[src/hdl/h2r_pkg.sv]
// Shared constants and types for the HSL to RGB fixed point core.
// Used by h2r_mix, h2r_chan and hsl_to_rgb_fixed_point_core; no dependencies.
`timescale 1ns / 1ps

package h2r_pkg;

  localparam int unsigned FxOne   = 65536;
  localparam int unsigned FxSixth = FxOne / 6;
  localparam int unsigned FxThird = FxOne / 3;
  localparam int unsigned FxHalf  = FxOne / 2;
  localparam int unsigned FxTwo3  = (FxOne * 2) / 3;
  localparam int unsigned FxSix   = FxOne * 6;
  localparam int unsigned SixInt  = FxSix / FxOne;

  typedef enum logic [1:0] {
    SHIFT_UP   = 2'd0,
    SHIFT_NONE = 2'd1,
    SHIFT_DOWN = 2'd2
  } shift_e;

  typedef enum logic [1:0] {
    SEG_RISE = 2'd0,
    SEG_HIGH = 2'd1,
    SEG_FALL = 2'd2,
    SEG_LOW  = 2'd3
  } seg_e;

  typedef struct packed {
    logic s1;
    logic s2;
    logic s3;
    logic s4;
  } en_t;

  typedef struct packed {
    logic signed [19:0] x;
    logic signed [19:0] y;
    logic               dneg;
    logic [18:0]        dmag;
  } mix_t;

endpackage

[src/hdl/h2r_mix.sv]
// Stages one and two: lightness times saturation, then the x, y and y - x terms.
// Depends on h2r_pkg.
`timescale 1ns / 1ps

module h2r_mix (
  input  logic          clk_i,
  input  h2r_pkg::en_t  en_i,
  input  logic [15:0]   hue_i,
  input  logic [15:0]   saturation_i,
  input  logic [15:0]   lightness_i,
  output logic [15:0]   hue_o,
  output logic          grey_o,
  output logic [15:0]   light_o,
  output h2r_pkg::mix_t mix_o
);

  logic [15:0]        hue_q;
  logic [15:0]        sat_q;
  logic [15:0]        light_q;
  logic [15:0]        prod_q;
  logic               grey1_q;
  logic [31:0]        prod_full;

  logic               grey2_q;
  logic [15:0]        light2_q;
  h2r_pkg::mix_t      mix_q;
  h2r_pkg::mix_t      mix_d;

  logic signed [19:0] l_s;
  logic signed [19:0] s_s;
  logic signed [19:0] p_s;
  logic signed [19:0] y_d;
  logic signed [19:0] x_d;
  logic signed [19:0] d_d;
  logic signed [19:0] dn_d;

  assign prod_full = 32'(lightness_i) * 32'(saturation_i);

  always_ff @(posedge clk_i) begin
    if (en_i.s1) begin
      hue_q   <= hue_i;
      sat_q   <= saturation_i;
      light_q <= lightness_i;
      prod_q  <= prod_full[31:16];
      grey1_q <= (saturation_i == 16'd0);
    end
  end

  always_comb begin
    l_s = signed'({4'b0000, light_q});
    s_s = signed'({4'b0000, sat_q});
    p_s = signed'({4'b0000, prod_q});
    if ({1'b0, light_q} <= 17'(h2r_pkg::FxHalf)) begin
      y_d = l_s + p_s;
    end else begin
      y_d = l_s + s_s - p_s;
    end
    x_d  = (l_s <<< 1) - y_d;
    d_d  = y_d - x_d;
    dn_d = -d_d;
    mix_d.x    = x_d;
    mix_d.y    = y_d;
    mix_d.dneg = d_d[19];
    mix_d.dmag = d_d[19] ? dn_d[18:0] : d_d[18:0];
  end

  always_ff @(posedge clk_i) begin
    if (en_i.s2) begin
      mix_q    <= mix_d;
      grey2_q  <= grey1_q;
      light2_q <= light_q;
    end
  end

  assign hue_o   = hue_q;
  assign grey_o  = grey2_q;
  assign light_o = light2_q;
  assign mix_o   = mix_q;

endmodule

[src/hdl/h2r_chan.sv]
// One color channel: hue wrap and ramp segment, ramp multiply, final add and clamp.
// Depends on h2r_pkg; takes the stage-two terms from h2r_mix.
`timescale 1ns / 1ps

module h2r_chan (
  input  logic            clk_i,
  input  h2r_pkg::en_t    en_i,
  input  h2r_pkg::shift_e shift_i,
  input  logic [15:0]     hue_i,
  input  h2r_pkg::mix_t   mix_i,
  output logic [15:0]     val_o
);

  logic signed [17:0] hs;
  logic signed [17:0] hw;
  logic [16:0]        hu;
  h2r_pkg::seg_e      seg_d;
  logic [18:0]        t_full;
  logic [15:0]        t_d;

  h2r_pkg::seg_e      seg2_q;
  logic [15:0]        t2_q;

  logic [34:0]        prod;
  h2r_pkg::seg_e      seg3_q;
  logic [18:0]        m3_q;
  logic               neg3_q;
  logic signed [19:0] x3_q;
  logic signed [19:0] y3_q;

  logic signed [20:0] m_s;
  logic signed [20:0] off;
  logic signed [20:0] r;

  always_comb begin
    case (shift_i)
      h2r_pkg::SHIFT_UP:   hs = signed'({2'b00, hue_i}) + 18'(h2r_pkg::FxThird);
      h2r_pkg::SHIFT_DOWN: hs = signed'({2'b00, hue_i}) - 18'(h2r_pkg::FxThird);
      default:             hs = signed'({2'b00, hue_i});
    endcase
    if (hs < 0) begin
      hw = hs + 18'(h2r_pkg::FxOne);
    end else if (hs > signed'(18'(h2r_pkg::FxOne))) begin
      hw = hs - 18'(h2r_pkg::FxOne);
    end else begin
      hw = hs;
    end
    hu = hw[16:0];
    if (hu < 17'(h2r_pkg::FxSixth)) begin
      seg_d  = h2r_pkg::SEG_RISE;
      t_full = 19'(hu) * 19'(h2r_pkg::SixInt);
    end else if (hu < 17'(h2r_pkg::FxHalf)) begin
      seg_d  = h2r_pkg::SEG_HIGH;
      t_full = '0;
    end else if (hu < 17'(h2r_pkg::FxTwo3)) begin
      seg_d  = h2r_pkg::SEG_FALL;
      t_full = (19'(h2r_pkg::FxTwo3) - 19'(hu)) * 19'(h2r_pkg::SixInt);
    end else begin
      seg_d  = h2r_pkg::SEG_LOW;
      t_full = '0;
    end
    t_d = t_full[15:0];
  end

  always_ff @(posedge clk_i) begin
    if (en_i.s2) begin
      seg2_q <= seg_d;
      t2_q   <= t_d;
    end
  end

  assign prod = 35'(mix_i.dmag) * 35'(t2_q);

  always_ff @(posedge clk_i) begin
    if (en_i.s3) begin
      seg3_q <= seg2_q;
      m3_q   <= prod[34:16];
      neg3_q <= mix_i.dneg;
      x3_q   <= mix_i.x;
      y3_q   <= mix_i.y;
    end
  end

  always_comb begin
    m_s = signed'({2'b00, m3_q});
    off = neg3_q ? -m_s : m_s;
    case (seg3_q)
      h2r_pkg::SEG_RISE,
      h2r_pkg::SEG_FALL: r = {x3_q[19], x3_q} + off;
      h2r_pkg::SEG_HIGH: r = {y3_q[19], y3_q};
      default:           r = {x3_q[19], x3_q};
    endcase
    if (r[20]) begin
      val_o = 16'd0;
    end else if (r > 21'sd65535) begin
      val_o = 16'hFFFF;
    end else begin
      val_o = r[15:0];
    end
  end

endmodule

[src/hdl/hsl_to_rgb_fixed_point_core.sv]
// Top level of the HSL to RGB fixed point core: stage control and output register.
// Depends on h2r_pkg, h2r_mix and h2r_chan.
`timescale 1ns / 1ps

// Usage:
// A request on the input channel carries hue_i, saturation_i and lightness_i;
// it is taken at a rising edge with in_valid_i high and in_stall_o low.
// Each request gives one result, red_o, green_o and blue_o, offered with
// out_valid_o and taken at an edge where out_stall_i is low.
// The datapath is a four-stage pipeline: lightness times saturation, the
// x/y terms and hue segment, the ramp multiply, then add, clamp and the
// output register. Each multiplier has a stage of its own.
// Throughput is one request per cycle while out_stall_i stays low.
// When out_stall_i is high the output holds; empty stages still fill, and
// in_stall_o rises only once every stage holds a request.
// Reset clears all stage valid bits; no request is in flight afterwards.
// Zero saturation passes lightness to all three outputs.

module hsl_to_rgb_fixed_point_core (
  input  logic        clk_i,
  input  logic        rst_ni,
  input  logic        in_valid_i,
  output logic        in_stall_o,
  input  logic [15:0] hue_i,
  input  logic [15:0] saturation_i,
  input  logic [15:0] lightness_i,
  output logic        out_valid_o,
  input  logic        out_stall_i,
  output logic [15:0] red_o,
  output logic [15:0] green_o,
  output logic [15:0] blue_o
);

  logic          v1_q, v2_q, v3_q, v4_q;
  logic          v1_d, v2_d, v3_d, v4_d;
  h2r_pkg::en_t  en;

  logic [15:0]   hue1;
  logic          grey2;
  logic [15:0]   light2;
  h2r_pkg::mix_t mix2;

  logic          grey3_q;
  logic [15:0]   light3_q;
  logic [15:0]   r_val, g_val, b_val;
  logic [15:0]   red_q, green_q, blue_q;

  assign en.s4 = !v4_q || !out_stall_i;
  assign en.s3 = !v3_q || en.s4;
  assign en.s2 = !v2_q || en.s3;
  assign en.s1 = !v1_q || en.s2;

  assign in_stall_o = !en.s1;

  assign v1_d = en.s1 ? in_valid_i : v1_q;
  assign v2_d = en.s2 ? v1_q : v2_q;
  assign v3_d = en.s3 ? v2_q : v3_q;
  assign v4_d = en.s4 ? v3_q : v4_q;

  always_ff @(posedge clk_i or negedge rst_ni) begin
    if (!rst_ni) begin
      v1_q <= 1'b0;
      v2_q <= 1'b0;
      v3_q <= 1'b0;
      v4_q <= 1'b0;
    end else begin
      v1_q <= v1_d;
      v2_q <= v2_d;
      v3_q <= v3_d;
      v4_q <= v4_d;
    end
  end

  h2r_mix u_mix (
    .clk_i        (clk_i),
    .en_i         (en),
    .hue_i        (hue_i),
    .saturation_i (saturation_i),
    .lightness_i  (lightness_i),
    .hue_o        (hue1),
    .grey_o       (grey2),
    .light_o      (light2),
    .mix_o        (mix2)
  );

  h2r_chan u_chan_red (
    .clk_i   (clk_i),
    .en_i    (en),
    .shift_i (h2r_pkg::SHIFT_UP),
    .hue_i   (hue1),
    .mix_i   (mix2),
    .val_o   (r_val)
  );

  h2r_chan u_chan_green (
    .clk_i   (clk_i),
    .en_i    (en),
    .shift_i (h2r_pkg::SHIFT_NONE),
    .hue_i   (hue1),
    .mix_i   (mix2),
    .val_o   (g_val)
  );

  h2r_chan u_chan_blue (
    .clk_i   (clk_i),
    .en_i    (en),
    .shift_i (h2r_pkg::SHIFT_DOWN),
    .hue_i   (hue1),
    .mix_i   (mix2),
    .val_o   (b_val)
  );

  always_ff @(posedge clk_i) begin
    if (en.s3) begin
      grey3_q  <= grey2;
      light3_q <= light2;
    end
  end

  always_ff @(posedge clk_i) begin
    if (en.s4) begin
      red_q   <= grey3_q ? light3_q : r_val;
      green_q <= grey3_q ? light3_q : g_val;
      blue_q  <= grey3_q ? light3_q : b_val;
    end
  end

  assign out_valid_o = v4_q;
  assign red_o       = red_q;
  assign green_o     = green_q;
  assign blue_o      = blue_q;

  a_stall_full: assert property (@(posedge clk_i) disable iff (!rst_ni)
    in_stall_o |-> (v1_q && v2_q && v3_q && v4_q && out_stall_i))
    else $error("input stalled with a free stage");

  a_empty_front: assert property (@(posedge clk_i) disable iff (!rst_ni)
    !v1_q |-> !in_stall_o)
    else $error("input stalled with stage one empty");

  a_advance: assert property (@(posedge clk_i) disable iff (!rst_ni)
    !out_stall_i |=> (out_valid_o == $past(v3_q)))
    else $error("output stage did not advance");

  a_grey: assert property (@(posedge clk_i) disable iff (!rst_ni)
    (v3_q && en.s4 && grey3_q) |=>
      (red_o == green_o && green_o == blue_o && red_o == $past(light3_q)))
    else $error("grey request gave unequal channels");

endmodule

[config.mk]
export PLATFORM = sky130hd
export DESIGN_NAME = hsl_to_rgb_fixed_point_core
export DESIGN_NICKNAME = d
export VERILOG_FILES = /design/src/hdl/h2r_pkg.sv /design/src/hdl/h2r_mix.sv /design/src/hdl/h2r_chan.sv /design/src/hdl/hsl_to_rgb_fixed_point_core.sv
export SDC_FILE = /design/constraint.sdc
export NUM_CORES = 2
export LEC_CHECK = 0
export ABC_AREA = 1
export BUFFER_PORTS_ARGS = -buffer_cell sky130_fd_sc_hd__buf_2
export CAP_MARGIN = 20
export CELL_PAD_IN_SITES_DETAIL_PLACEMENT = 1
export CELL_PAD_IN_SITES_GLOBAL_PLACEMENT = 1
export CORE_MARGIN = 3
export CORE_UTILIZATION = 41
export CTS_CLUSTER_SIZE = 14
export DETAILED_ROUTE_END_ITERATION = 16
export PLACE_DENSITY_LB_ADDON = 0.2
export SLEW_MARGIN = 20
export SYNTH_ARGS = -nofsm -noshare
export SYNTH_HDL_FRONTEND = slang
export SYNTH_SLANG_ARGS = --single-unit
[constraint.sdc]
create_clock -name clk_i -period 11.6 [get_ports clk_i]
set_input_delay 1.16 -clock clk_i [delete_from_list [all_inputs] [get_ports clk_i]]
set_output_delay 1.16 -clock clk_i [all_outputs]
set_load 0.05 [all_outputs]
==> flow_metrics.tcl <==
set metrics [dict create \
    final_max_slew_viol_count 0 \
    coreArea_um2 149000 \
    yosysWarnings 0 \
    overflow 0 \
    ys_ff_latch 363 \
    wire_per_inst_um 20.1 \
    gp_congestion 0.889 \
    endpoint_kind "flip-flop" \
    synth_cell_types 66 \
    numCtsBuffers 49 \
    clockBufferDepth 3 \
    grt_pass1_vias 53600 \
    status "finished clean" \
    synth_top_area_share_pct 27.5 \
    critPathTopFamily "adder cells" \
    cp.required_ns 12.00 \
    crit_type "reg2reg" \
    drt-initial-drc-count 2494 \
    cpMostUsedCell "fa_1" \
    area_growth_pct 6.49 \
    cp-startpoint "u_mix.mix_o[6]$_DFFE_PP_" \
    syn_area_um2 61800 \
    io_buffer_count 101 \
    layout.nets 9069 \
    ctsHtreeMaxLevel 2 \
    fin_worst_skew_ns 0.0328 \
    io_pins 102 \
    cts.sinks 363 \
    crit_buf_inv 4 \
    setup_viol 0 \
    arrival_ns 8.21 \
    whs_ns 0.313 \
    die-area_um2 155000 \
    slew_headroom_pct 24.8 \
    rsz0062_at_grt "false" \
    max_freq_mhz 128 \
    synthFlopType "edfxtp_1" \
    finalHoldViolations 0 \
    tightest_slew_ns 1.12 \
    grt_antenna_before_repair 4 \
    ctsHoldBuffers 0 \
    dr.pass1.iters 8 \
    dp_hpwl_mm 155 \
    post_cts_buffers 0 \
    cap_violations 0 \
    yosys-top-cells-count "1845 x nand2_1, 1735 x inv_1, 848 x fa_1, 711 x ha_1, 359 x edfxtp_1" \
    grt_usage_pct 24.9 \
    grt_max_degree 70 \
    synthTopCellsByArea "fa_1 27%, edfxtp_1 17%, ha_1 14%" \
    rows 141 \
    post-route-period-util_pct 67.3 \
    die_y_um 394 \
    path_clk_slew_ns 0.06 \
    drive_gt1_share_pct 4.32 \
    post-synth-top-count-cell "nand2_1" \
    ant_nets 0 \
    min_period_ns 7.81 \
    yosys.area.top_type "fa_1" \
    routed_via_density 5.15 \
    synth_cells 7512 \
    synth.avg_cell_area_um2 8.22 \
    ys_seq_area_share_pct 17.6 \
    diodes 0 \
    drc 0 \
    routed_wl_mm 191 \
    die_w_um 394 \
    start_util_pct 41.5 \
    cp-start-kind "flip-flop" \
    synth_edf_count 359 \
    cts_tree "done" \
    hold_path.class "in2async" \
    finalSetupTns_ns 0 \
    clk_latency_ns 0.66 \
    slowest_delay_ns 0.96 \
    cp_max_fo 28 \
    slowest_stage "edfxtp_1" \
    cts_resized 0 \
    num_vias 48900 \
    grt_pass1_wl_mm 305 \
    postSynth.asyncResetShare_pct 1.10 \
    r2r_start "u_mix.mix_o[6]$_DFFE_PP_" \
    clockRootBuffer "clkbuf_16" \
]
[worst register-to-register path, cell delays in order (launching register included)]
cell	delay [ns]
edfxtp_1	0.96
buf_4	0.51
nand2_1	0.17
fa_1	0.54
inv_1	0.05
fa_1	0.47
inv_1	0.05
fa_1	0.49
fa_1	0.54
inv_1	0.05
fa_1	0.49
fa_1	0.42
ha_1	0.31
a21oi_1	0.14
o21ai_0	0.10
o21a_1	0.19
a221oi_1	0.43
o21bai_1	0.23
nand3_1	0.12
nand2_1	0.11
a21oi_1	0.26
o21ai_0	0.24
nand3_1	0.13
nand2_1	0.08
a21oi_1	0.20
o21ai_0	0.12
xor2_1	0.15
[sequential cells by signal (all words and copies together) (netlist names), 19 cells and up]
name               flops
u_chan_green.x3_q     19
u_mix.mix_o           58
u_chan_green.y3_q     20
u_chan_red.m3_q       19
u_chan_blue.m3_q      19
u_chan_green.m3_q     19
[layer usage]
| metal | track usage, % | wire [um] | up-vias |
|---|---|---|---|
| met2 | 42.5 | 91300 | 891 |
| met3 | 2.18 | 8140 | 192 |
| li1 | - | - | 22900 |
| met4 | 5.08 | 3840 | 0 |
| met5 | 0 | 0 | - |
| met1 | 34.5 | 87800 | 25000 |
[cell families after synthesis]
| group | share of synthesized area [%] |
|---|---|
| buffers and inverters | 12.4 |
| multiplexers | 0.0344 |
| AND/OR/NAND/NOR | 16.5 |
| flip-flops | 17.6 |
| AO/OA/AOI/OAI | 6.82 |
| other | 0.0122 |
| adder cells (fa/ha/maj) | 41.9 |
| XOR/XNOR | 4.74 |
[metrics by stage]
stage / utilization, % / cell area [um^2] / worst slack (ns) / cells
after floorplan: - / 61800 / 1.20 / 7534
after global placement: 43.2 / 64200 / 3.88 / 9409
after detailed placement: 43.2 / 64200 / 3.73 / 9409
after CTS: 44.2 / 65800 / 3.84 / 9497
after global routing: 44.2 / 65800 / 3.24 / 9497
final: 44.2 / 65800 / 3.79 / 9497
[cell type report]
class,count,area [um^2]
flip-flops and latches,363,10900
multi-input cells,5143,43300
clock inverters,32,347
inverters,1744,6560
clock buffers,56,1250
fillers,17900,82900
repair buffers,157,926
well taps,2002,2500
[final timing paths]
check	end	slack [ns]	depth (start not counted)
hold / removal	v3_q$_DFFE_PN0P_	0.31	1
hold reg to reg	u_chan_green.neg3_q$_DFFE_PP_	0.42	0
max in group asynchronous	v1_q$_DFFE_PN0N_	11.17	1
min in group clk_i	u_chan_green.neg3_q$_DFFE_PP_	0.42	0
setup reg to reg	u_chan_blue.m3_q[14]$_DFFE_PP_	3.79	26
setup / recovery	u_chan_blue.m3_q[14]$_DFFE_PP_	3.79	26
[cell usage in the layout (no fill, tap or decap), drive strengths merged, types with 9 or more instances in the layout]
master | synthesis | routed
xnor2 | 112 | 112
conb | 2 | 24
o22ai | 34 | 34
fa | 848 | 848
nor4 | 13 | 13
o21bai | 20 | 20
o31ai | 12 | 12
o211ai | 9 | 9
nand4 | 38 | 38
ha | 711 | 711
nand2 | 1877 | 1877
o21ai | 206 | 206
a21o | 17 | 17
buf | 32 | 157
clkinv | 4 | 24
inv | 1740 | 1743
edfxtp | 359 | 359
and2 | 9 | 9
nand3 | 248 | 248
nor3 | 47 | 47
clkbuf | 252 | 56
nor2 | 234 | 234
o221ai | 41 | 41
xor2 | 222 | 222
or2 | 12 | 12
a21oi | 339 | 339
a31oi | 13 | 13
Power is left out: the tool's default activity adds up to more than one toggle a clock period on the data nets, which glitch-free logic cannot reach.
